--- src/hw/rtl/smdm_pkg.sv ---
`timescale 1ns / 1ps
// ----------------------------------------------------------------------------
// smdm_pkg
// shared constants and types for the sign matrix determinant block
// ----------------------------------------------------------------------------
package smdm_pkg;

  localparam int unsigned MaxOrder     = 7;
  localparam int unsigned PatternWidth = 49;
  localparam int unsigned DetWidth     = 11;
  localparam int unsigned EntryWidth   = 12;
  localparam int unsigned OrderWidth   = 3;
  localparam logic [OrderWidth-1:0] OrderReset = 3'd4;

  // config register indexes
  localparam logic [0:0] RegMatrixOrder = 1'b0;

  typedef logic signed [EntryWidth-1:0] entry_t;

endpackage

--- src/hw/rtl/smdm_divider.sv ---
`timescale 1ns / 1ps
// ----------------------------------------------------------------------------
// smdm_divider
// restoring signed divider, one quotient bit per cycle, exact division
// ----------------------------------------------------------------------------
module smdm_divider import smdm_pkg::*; #(
  parameter int unsigned NumWidth = 24
) (
  input  logic                       clk_i,
  input  logic                       rst_ni,
  input  logic                       start_i,
  input  logic signed [NumWidth-1:0] num_i,
  input  entry_t                     den_i,
  output logic                       done_o,
  output entry_t                     quot_o
);

  localparam int unsigned CntWidth = $clog2(NumWidth + 1);

  logic [NumWidth-1:0]   rem_q, rem_d;
  logic [NumWidth-1:0]   quo_q, quo_d;
  logic [EntryWidth-1:0] den_q, den_d;
  logic                  neg_q, neg_d;
  logic [CntWidth-1:0]   cnt_q, cnt_d;
  logic                  busy_q, busy_d;
  logic                  done_q, done_d;
  logic [NumWidth:0]     shifted;
  logic [NumWidth-1:0]   num_abs;
  logic [NumWidth-1:0]   quo_sgn;

  assign num_abs = num_i[NumWidth-1] ? NumWidth'(-num_i) : NumWidth'(num_i);
  assign shifted = {rem_q, quo_q[NumWidth-1]};
  assign quo_sgn = neg_q ? NumWidth'(-quo_q) : quo_q;

  always_comb begin
    rem_d  = rem_q;
    quo_d  = quo_q;
    den_d  = den_q;
    neg_d  = neg_q;
    cnt_d  = cnt_q;
    busy_d = busy_q;
    done_d = 1'b0;
    if (start_i) begin
      rem_d  = '0;
      quo_d  = num_abs;
      den_d  = den_i[EntryWidth-1] ? EntryWidth'(-den_i) : EntryWidth'(den_i);
      neg_d  = num_i[NumWidth-1] ^ den_i[EntryWidth-1];
      cnt_d  = CntWidth'(NumWidth);
      busy_d = 1'b1;
    end else if (busy_q) begin
      if (shifted >= {{(NumWidth+1-EntryWidth){1'b0}}, den_q}) begin
        rem_d = NumWidth'(shifted - {{(NumWidth+1-EntryWidth){1'b0}}, den_q});
        quo_d = {quo_q[NumWidth-2:0], 1'b1};
      end else begin
        rem_d = shifted[NumWidth-1:0];
        quo_d = {quo_q[NumWidth-2:0], 1'b0};
      end
      cnt_d = cnt_q - 1'b1;
      if (cnt_q == CntWidth'(1)) begin
        busy_d = 1'b0;
        done_d = 1'b1;
      end
    end
  end

  always_ff @(posedge clk_i or negedge rst_ni) begin
    if (!rst_ni) begin
      busy_q <= 1'b0;
      done_q <= 1'b0;
      cnt_q  <= '0;
    end else begin
      busy_q <= busy_d;
      done_q <= done_d;
      cnt_q  <= cnt_d;
    end
  end

  always_ff @(posedge clk_i) begin
    rem_q <= rem_d;
    quo_q <= quo_d;
    den_q <= den_d;
    neg_q <= neg_d;
  end

  assign done_o = done_q;
  assign quot_o = entry_t'(quo_sgn[EntryWidth-1:0]);

endmodule

--- src/hw/rtl/sign_matrix_determinant_max.sv ---
`timescale 1ns / 1ps
// ----------------------------------------------------------------------------
// sign_matrix_determinant_max
// exact determinant of a +-1 matrix with a running maximum
// ----------------------------------------------------------------------------
// Usage: each s_axis transaction carries one sign pattern (bit i*n+j set
// means +1). The block fills n*n entries of a 49-entry work memory, then
// runs fraction-free elimination one entry at a time: read three memory
// words, multiply and subtract, divide exactly by the previous pivot in a
// bit-serial divider, write back. Each m_axis transaction returns the
// determinant, the largest determinant since reset and a flag for a new
// maximum. Each updated entry takes three reads, a divider start and a
// pass through the divider; a row swap reads and writes every column of
// both rows. The divider sets the pace.
// One item is worked at a time; s_axis_tready is high only while idle.
// A finished result sits in the output register until m_axis_tready; the
// next item is already accepted then, and waits before its result only if
// the previous result has not been taken.
// Reset clears the maximum to -1024 and matrix_order to 4. The work memory
// needs no clearing since every entry is written before it is read.
module sign_matrix_determinant_max import smdm_pkg::*; (
  input  logic                      clk_i,
  input  logic                      rst_ni,
  input  logic                      s_axis_tvalid,
  output logic                      s_axis_tready,
  input  logic [55:0]               s_axis_tdata,  // [48:0] sign_pattern
  output logic                      m_axis_tvalid,
  input  logic                      m_axis_tready,
  // [10:0] determinant, [21:11] best_determinant, [22] is_new_best
  output logic [23:0]               m_axis_tdata,
  input  logic                      psel,
  input  logic                      penable,
  input  logic                      pwrite,
  input  logic [2:0]                paddr,
  input  logic [31:0]               pwdata,
  output logic [31:0]               prdata,
  output logic                      pready
);

  localparam int unsigned Depth   = MaxOrder * MaxOrder;
  localparam int unsigned AddrW   = $clog2(Depth);
  localparam int unsigned IdxW    = $clog2(MaxOrder + 1);
  localparam int unsigned ProdW   = 2 * EntryWidth;

  localparam logic [3:0] StIdle  = 4'd0;
  localparam logic [3:0] StFill  = 4'd1;
  localparam logic [3:0] StPiv   = 4'd2;
  localparam logic [3:0] StSrch  = 4'd3;
  localparam logic [3:0] StSwRd  = 4'd4;
  localparam logic [3:0] StSwWr  = 4'd5;
  localparam logic [3:0] StRdA   = 4'd6;
  localparam logic [3:0] StRdB   = 4'd7;
  localparam logic [3:0] StMul   = 4'd8;
  localparam logic [3:0] StDiv   = 4'd9;
  localparam logic [3:0] StOut   = 4'd11;
  localparam logic [3:0] StRdC   = 4'd12;
  localparam logic [3:0] StRdD   = 4'd13;

  // config
  logic [OrderWidth-1:0] order_q;
  logic                  cfg_wr;
  assign pready = 1'b1;
  assign cfg_wr = psel & penable & pwrite & (paddr[2] == RegMatrixOrder) & (paddr[1:0] == 2'b00);
  assign prdata = (paddr == 3'd0) ? {{(32-OrderWidth){1'b0}}, order_q} : 32'd0;

  always_ff @(posedge clk_i or negedge rst_ni) begin
    if (!rst_ni) begin
      order_q <= OrderReset;
    end else if (cfg_wr) begin
      order_q <= pwdata[OrderWidth-1:0];
    end
  end

  // work memory
  entry_t             mem [Depth];
  logic               mem_we;
  logic [AddrW-1:0]   mem_wa, mem_ra;
  entry_t             mem_wd, mem_rd_q;

  always_ff @(posedge clk_i) begin
    if (mem_we) mem[mem_wa] <= mem_wd;
    mem_rd_q <= mem[mem_ra];
  end

  // control
  logic [3:0]             st_q, st_d;
  logic [IdxW-1:0]        n_q, n_d, k_q, k_d, i_q, i_d, j_q, j_d, r_q, r_d;
  logic [PatternWidth-1:0] pat_q, pat_d;
  logic [5:0]             bit_q, bit_d;
  entry_t                 piv_q, piv_d, prev_q, prev_d, lead_q, lead_d;
  entry_t                 a_q, a_d, tmp_q, tmp_d;
  logic                   neg_q, neg_d;
  logic signed [ProdW-1:0] num_q, num_d;
  logic                   div_start, div_done;
  entry_t                 div_q;
  logic [DetWidth-1:0]    det_q, det_d, best_q, best_d, odet_q, obest_q;
  logic                   fresh_q, ovalid_q, ovalid_d;
  logic                   oload;
  logic [DetWidth-1:0]    det_res;
  logic                   fresh_c;

  function automatic logic [AddrW-1:0] addr(input logic [IdxW-1:0] row,
                                            input logic [IdxW-1:0] col);
    addr = AddrW'(row * MaxOrder + col);
  endfunction

  smdm_divider #(.NumWidth(ProdW)) u_div (
    .clk_i, .rst_ni, .start_i(div_start), .num_i(num_q), .den_i(prev_q),
    .done_o(div_done), .quot_o(div_q)
  );

  assign s_axis_tready = (st_q == StIdle);
  assign fresh_c = $signed(det_q) > $signed(best_q);

  always_comb begin
    st_d = st_q; n_d = n_q; k_d = k_q; i_d = i_q; j_d = j_q; r_d = r_q;
    pat_d = pat_q; bit_d = bit_q; piv_d = piv_q; prev_d = prev_q;
    lead_d = lead_q; a_d = a_q; tmp_d = tmp_q; neg_d = neg_q; num_d = num_q;
    det_d = det_q; best_d = best_q; ovalid_d = ovalid_q;
    mem_we = 1'b0; mem_wa = '0; mem_wd = '0; mem_ra = '0;
    div_start = 1'b0; oload = 1'b0;
    // last entry comes straight from the divider, it is written this cycle
    det_res = neg_q ? DetWidth'(-div_q) : DetWidth'(div_q);
    if (ovalid_q && m_axis_tready) ovalid_d = 1'b0;
    unique case (st_q)
      StIdle: begin
        if (s_axis_tvalid) begin
          pat_d = s_axis_tdata[PatternWidth-1:0];
          n_d   = (order_q == '0) ? IdxW'(1) : IdxW'(order_q);
          i_d = '0; j_d = '0; bit_d = '0; neg_d = 1'b0; k_d = '0;
          prev_d = entry_t'(1);
          st_d = StFill;
        end
      end
      StFill: begin
        mem_we = 1'b1;
        mem_wa = addr(i_q, j_q);
        mem_wd = pat_q[bit_q] ? entry_t'(1) : entry_t'(-1);
        bit_d = bit_q + 1'b1;
        if (j_q == n_q - 1'b1) begin
          j_d = '0; i_d = i_q + 1'b1;
          if (i_q == n_q - 1'b1) begin
            mem_ra = addr(k_q, k_q);
            if (n_q == IdxW'(1)) begin
              // a 1 by 1 matrix is its own determinant
              det_d = DetWidth'(mem_wd);
              st_d  = StOut;
            end else st_d = StPiv;
          end
        end else j_d = j_q + 1'b1;
      end
      StPiv: begin
        // mem_rd_q holds (k,k)
        if (mem_rd_q != '0) begin
          piv_d = mem_rd_q; i_d = k_q + 1'b1; j_d = k_q + 1'b1;
          mem_ra = addr(k_q + 1'b1, k_q);
          st_d = StRdA;
        end else begin
          r_d = k_q + 1'b1;
          mem_ra = addr(k_q + 1'b1, k_q);
          st_d = StSrch;
        end
      end
      StSrch: begin
        if (r_q >= n_q) begin
          det_d = '0; st_d = StOut;
        end else if (mem_rd_q != '0) begin
          neg_d = ~neg_q; j_d = '0;
          mem_ra = addr(k_q, '0);
          st_d = StSwRd;
        end else begin
          r_d = r_q + 1'b1;
          mem_ra = addr(r_q + 1'b1, k_q);
        end
      end
      StSwRd: begin
        tmp_d = mem_rd_q;
        mem_ra = addr(r_q, j_q);
        st_d = StSwWr;
      end
      StSwWr: begin
        // write row k from row r this cycle, row r from tmp next via tmp path
        mem_we = 1'b1; mem_wa = addr(k_q, j_q); mem_wd = mem_rd_q;
        st_d = StRdC;
      end
      StRdC: begin
        mem_we = 1'b1; mem_wa = addr(r_q, j_q); mem_wd = tmp_q;
        if (j_q == n_q - 1'b1) begin
          mem_ra = addr(k_q, k_q);
          st_d = StPiv;
        end else begin
          j_d = j_q + 1'b1;
          mem_ra = addr(k_q, j_q + 1'b1);
          st_d = StSwRd;
        end
      end
      StRdA: begin
        // lead = (i,k)
        lead_d = mem_rd_q;
        mem_ra = addr(i_q, j_q);
        st_d = StRdB;
      end
      StRdB: begin
        a_d = mem_rd_q;
        mem_ra = addr(k_q, j_q);
        st_d = StRdD;
      end
      StRdD: begin
        num_d = ProdW'(piv_q * a_q) - ProdW'(lead_q * mem_rd_q);
        st_d = StMul;
      end
      StMul: begin
        div_start = 1'b1;
        st_d = StDiv;
      end
      StDiv: begin
        if (div_done) begin
          mem_we = 1'b1; mem_wa = addr(i_q, j_q); mem_wd = div_q;
          if (j_q == n_q - 1'b1) begin
            if (i_q == n_q - 1'b1) begin
              prev_d = piv_q;
              k_d = k_q + 1'b1;
              if (k_q + 1'b1 == n_q - 1'b1) begin
                det_d = det_res;
                st_d = StOut;
              end else begin
                mem_ra = addr(k_q + 1'b1, k_q + 1'b1);
                st_d = StPiv;
              end
            end else begin
              i_d = i_q + 1'b1; j_d = k_q + 1'b1;
              mem_ra = addr(i_q + 1'b1, k_q);
              st_d = StRdA;
            end
          end else begin
            j_d = j_q + 1'b1;
            mem_ra = addr(i_q, k_q);
            st_d = StRdA;
          end
        end
      end
      StOut: begin
        if (!ovalid_q || m_axis_tready) begin
          oload = 1'b1; ovalid_d = 1'b1;
          if (fresh_c) best_d = det_q;
          st_d = StIdle;
        end
      end
      default: st_d = StIdle;
    endcase
  end

  always_ff @(posedge clk_i or negedge rst_ni) begin
    if (!rst_ni) begin
      st_q <= StIdle; best_q <= DetWidth'(-1024); ovalid_q <= 1'b0;
      neg_q <= 1'b0;
    end else begin
      st_q <= st_d; best_q <= best_d; ovalid_q <= ovalid_d; neg_q <= neg_d;
    end
  end

  always_ff @(posedge clk_i) begin
    n_q <= n_d; k_q <= k_d; i_q <= i_d; j_q <= j_d; r_q <= r_d;
    pat_q <= pat_d; bit_q <= bit_d; piv_q <= piv_d; prev_q <= prev_d;
    lead_q <= lead_d; a_q <= a_d; tmp_q <= tmp_d; num_q <= num_d;
    det_q <= det_d;
    if (oload) begin
      odet_q  <= det_q;
      obest_q <= fresh_c ? det_q : best_q;
      fresh_q <= fresh_c;
    end
  end

  assign m_axis_tvalid = ovalid_q;
  assign m_axis_tdata  = {1'b0, fresh_q, obest_q, odet_q};

endmodule

--- config.mk ---
export PLATFORM = sky130hd
export DESIGN_NAME = sign_matrix_determinant_max
export DESIGN_NICKNAME = d
export VERILOG_FILES = /design/src/hw/rtl/smdm_pkg.sv /design/src/hw/rtl/smdm_divider.sv /design/src/hw/rtl/sign_matrix_determinant_max.sv
export SDC_FILE = /design/constraint.sdc
export NUM_CORES = 2
export LEC_CHECK = 0
export ABC_AREA = 0
export BUFFER_PORTS_ARGS = -buffer_cell sky130_fd_sc_hd__buf_2
export CAP_MARGIN = 40
export CORE_MARGIN = 5
export CORE_UTILIZATION = 40
export DETAILED_ROUTE_END_ITERATION = 16
export GPL_TIMING_DRIVEN = 0
export PLACE_DENSITY = 0.58
export REMOVE_ABC_BUFFERS = 1
export SYNTH_ARGS = -nofsm -noshare
export SYNTH_HDL_FRONTEND = slang
export SYNTH_HIERARCHICAL = 1
export SYNTH_SLANG_ARGS = --single-unit
--- constraint.sdc ---
create_clock -name clk_i -period 7.5 [get_ports clk_i]
set_input_delay 0.75 -clock clk_i [delete_from_list [all_inputs] [get_ports clk_i]]
set_output_delay 0.75 -clock clk_i [all_outputs]
set_load 0.01 [all_outputs]
==> metrics.md <==
| Metric | Value |
|---|---|
| Reg-to-Reg End | `num_q[23]$_DFFE_PP_` |
| Remaining antenna violation count | `0` |
| ANT cells | `0` |
| Worst path max stage delay | `approximately 0.59 ns` |
| CP Buf/Inv Count | `4` |
| CP cell instances | `buf_8 -> and2_4 -> clkinvlp_4 -> fa_1 -> fa_1 -> fa_1 -> fa_1 -> fa_1 -> fa_1 -> inv_1 -> fa_1 -> inv_1 -> ha_1 -> a21o_1 -> a21o_1 -> a221o_1 -> a21o_1 -> a21oi_1 -> nor2b_1 -> a311o_1 -> a21o_1 -> a21oi_1 -> xor2_1` |
| Critical path's slowest cell | `fa_1` |
| Cells after Synth | `roughly 4.4k` |
| Max-cap violations | `0` |
| Later-pin clock latency in the skew report | `between 0.7 and 0.8 ns` |
| Final Worst Setup Slack | `around 0.3 ns` |
| M3 GR Usage | `between 2 and 3%` |
| Seq/Total Area, Yosys | `~50%` |
| Die span in y | `roughly 370 µm` |
| I/O pins | `157` |
| Critical Path Source | `mem_rd_q[0]$_DFF_P_` |
| Mean post-synth cell area | `approximately 12 µm²` |
| Most used cell, CP | `fa_1` |
| Via count | `around 34k` |
| Crit path capture type | `register` |
| CTS buffer count | `91` |
| First-pass GRT wire length | `roughly 210,000 µm` |
| Initial antenna violation count | `3` |
| Die Width | `roughly 370 µm` |
| CTS clock-pin slew for the worst setup and hold paths | `about 0.070 ns` |
| Setup CP Type | `reg -> reg` |
| CTS max path bufs | `3` |
| Initial DRC count | `approximately 2.9k` |
| Final wirelength | `135,000 µm` |
| Root buffer cell | `clkbuf_16` |
| Congestion Overflow GR | `0` |
| H-Tree Depth | `3` |
| Outcome | `complete, no violations` |
| Largest net degree at the start of global routing | `73` |
| Die area | `around 0.14 mm²` |
| Worst r2r src | `mem_rd_q[0]$_DFF_P_` |
| Setup violators final | `0` |
| Vias in the first global route | `around 34k` |
| Fmax | `roughly 140 MHz` |
| Setup Skew | `around 0.045 ns` |
| Syn-to-layout area delta | `13.5%` |
| CORE AREA | `between 0.1 and 0.15 mm²` |
| R2r worst-path depth | `23` |
| Grt met1 use | `27.0%` |
| Commonest non-fill, non-tap cell in the layout | `edfxtp_1` |
| Number of synthesized flops with an enable pin | `about 800` |
| Final min period | `~7.2 ns` |
| Asr flop ratio synth | `approximately 3.1%` |
| Max-slew violation count | `0` |
| Most frequent cells in the layout | `813 x edfxtp_1, 483 x nand2_1, 468 x inv_1` |
| Gr busiest metal | `met2` |
| Clock sinks | `roughly 880` |
| Initial Util | `between 40% and 50%` |
| Synth unique cells | `~100` |
| FF-to-FF setup slack | `around 0.3 ns` |
| Dpl ws | `-0.472 ns` |
| PortBufs | `a little under 90` |
| Vias/cell | `~5.4` |
| Initial DRT Pass Iterations | `7` |
| Req. time, crit path | `7.90 ns` |
| Syn. warnings | `6` |
| CP Launch Type | `register` |
| Row count | `around 130` |
| DRC | `0` |
| Total track usage | `19.5%` |
| CP Max Fanout | `11` |
| Final Cycle Share | `between 90% and 100%` |
| Placer Congestion | `0.890` |
| #FFs+latches synth | `876` |
| Fin. Hold Viols | `0` |
| Mapped cell area | `just over 0.05 mm²` |
| TritonCTS clock tree | `yes` |
| Routed len/inst | `around 21 µm` |
| Crit path DAT | `~7.6 ns` |
| Delay-heaviest family, CP | `adder cells` |
| Share of cells above drive strength 1 | `11.9%` |
| Final Net Count | `between 5k and 6k` |
| Hold crit path type | `in -> async` |
| Most used DFF post-synth | `edfxtp_1` |
| CP Depth | `23` |
| Dpl hpwl | `approximately 95,000 µm` |
| Global routing usage on met2 | `a little under a third` |
| Slew at the pin with the worst max-slew slack | `about 1.0 ns` |
| Max_slew headroom | `between 30% and 40%` |
-- timing repair --
| action | in CTS | in global routing |
|---|---|---|
| buffers inserted | 2 | 62 |
| hold buffers | 0 | 0 |
| endpoints found under the setup margin | 6 | 10 |
| resized for setup | 5 | 7 |
| pin swaps | 0 | 3 |
-- worst register-to-register path, cell delays in order, from the launching register on --
cell        delay (ns)
dfxtp_4           0.41
buf_8             0.19
and2_4            0.25
clkinvlp_4        0.16
fa_1              0.50
fa_1              0.59
fa_1              0.45
fa_1              0.49
fa_1              0.49
fa_1              0.49
inv_1             0.05
fa_1              0.50
inv_1             0.05
ha_1              0.36
a21o_1            0.18
a21o_1            0.21
a221o_1           0.35
a21o_1            0.18
a21oi_1           0.14
nor2b_1           0.07
a311o_1           0.36
a21o_1            0.19
a21oi_1           0.16
xor2_1            0.09
-- cell type report --
type | count | area, µm²
fill | 11775 | 70400
sequential | 876 | 25800
multi-input combinational | 2774 | 23400
timing repair buffer | 307 | 2830
clock buffer | 109 | 2390
tap | 1742 | 2180
inverter | 471 | 1770
clock inverter | 60 | 591
-- metrics by stage --
step	instance area (µm²)	setup TNS, ns	hold slack (ns)	cells	utilization, %
6_report	58900	0	0.0906	6339	45.6
5_1_grt	58900	-0.00842	0.117	6339	45.6
4_1_cts	58500	0	0.0663	6277	45.2
3_5_place_dp	55500	-0.940	0.472	6106	42.9
3_3_place_gp	53400	-731.80	0.462	5952	41.3
2_1_floorplan	50800	-100.35	0.441	4121	-
-- metal layers --
metal / up-vias / share of wire (%)
li1: 15690 / -
met1: 17361 / 43
met2: 1053 / 48
met3: 224 / 6.3
met4: 0 / 2.9
met5: - / 0
-- synthesized netlist by cell type (11+ instances only) --
master     number  area (µm²)
mux4_2         22         495
and2_1        201        1260
nand2b_1       20         125
dfrtp_1        25         626
edfxtp_1      813       24400
nor2b_1        49         307
a222oi_1       12         120
a22oi_1        13        97.6
and3_1        139         870
a31oi_1        71         444
dfxtp_1        36         721
nand4_1        12        75.1
or3_1          14        87.6
nor3_1         29         145
ha_1          200        2500
a21oi_1       111         556
inv_1         470        1760
o31ai_1        17         128
a311oi_1       76         666
a211oi_1      167        1250
o21ai_0        77         385
nand2_1       497        1870
a21o_1         24         180
o211ai_1       17         128
a221oi_1       11        96.3
buf_1          15        56.3
clkbuf_1      170         638
buf_2          48         240
mux2i_1        12         120
nand3_1        54         270
mux2_2         28         315
xnor2_1       103         902
nor2_1        175         657
a2111oi_0      21         184
buf_4          46         345
xor2_1         56         490
nor4_1         14        87.6
fa_1          337        6750
-- state kept, by name (all words and copies together), names as in the netlist, 12 cells and up --
register	flops
u_div/den_q	12
mem_rd_q	12
num_q	24
tmp_q	12
a_q	12
piv_q	12
pat_q	49
u_div/quo_q	24
lead_q	12
mem	588
u_div/rem_q	24
prev_q	12
-- worst max-delay path by stage --
stage,to
2_1_floorplan,mem_rd_q[0]$_DFF_P_
3_3_place_gp,mem_rd_q[3]$_DFF_P_
3_5_place_dp,num_q[23]$_DFFE_PP_
4_1_cts,num_q[23]$_DFFE_PP_
5_1_grt,num_q[23]$_DFFE_PP_
6_report,num_q[23]$_DFFE_PP_
-- logic make-up (layout without fill, tap and decap cells) --
| family | after synthesis | after routing | synth area share (%) |
|---|---|---|---|
| buffers and inverters | 751 | 947 | 5.89 |
| AOI/OAI and AO/OA | 728 | 728 | 10.1 |
| xor gates and xnor gates | 162 | 162 | 2.80 |
| DFF | 876 | 876 | 49.7 |
| adders and majority gates | 537 | 537 | 17.8 |
| other | 2 | 31 | 0.0145 |
| and+or+nand+nor | 1254 | 1254 | 11.9 |
| muxes | 62 | 62 | 1.79 |
Power is left out: the tool's default activity adds up to more than one toggle a clock period on the data nets, which glitch-free logic cannot reach.
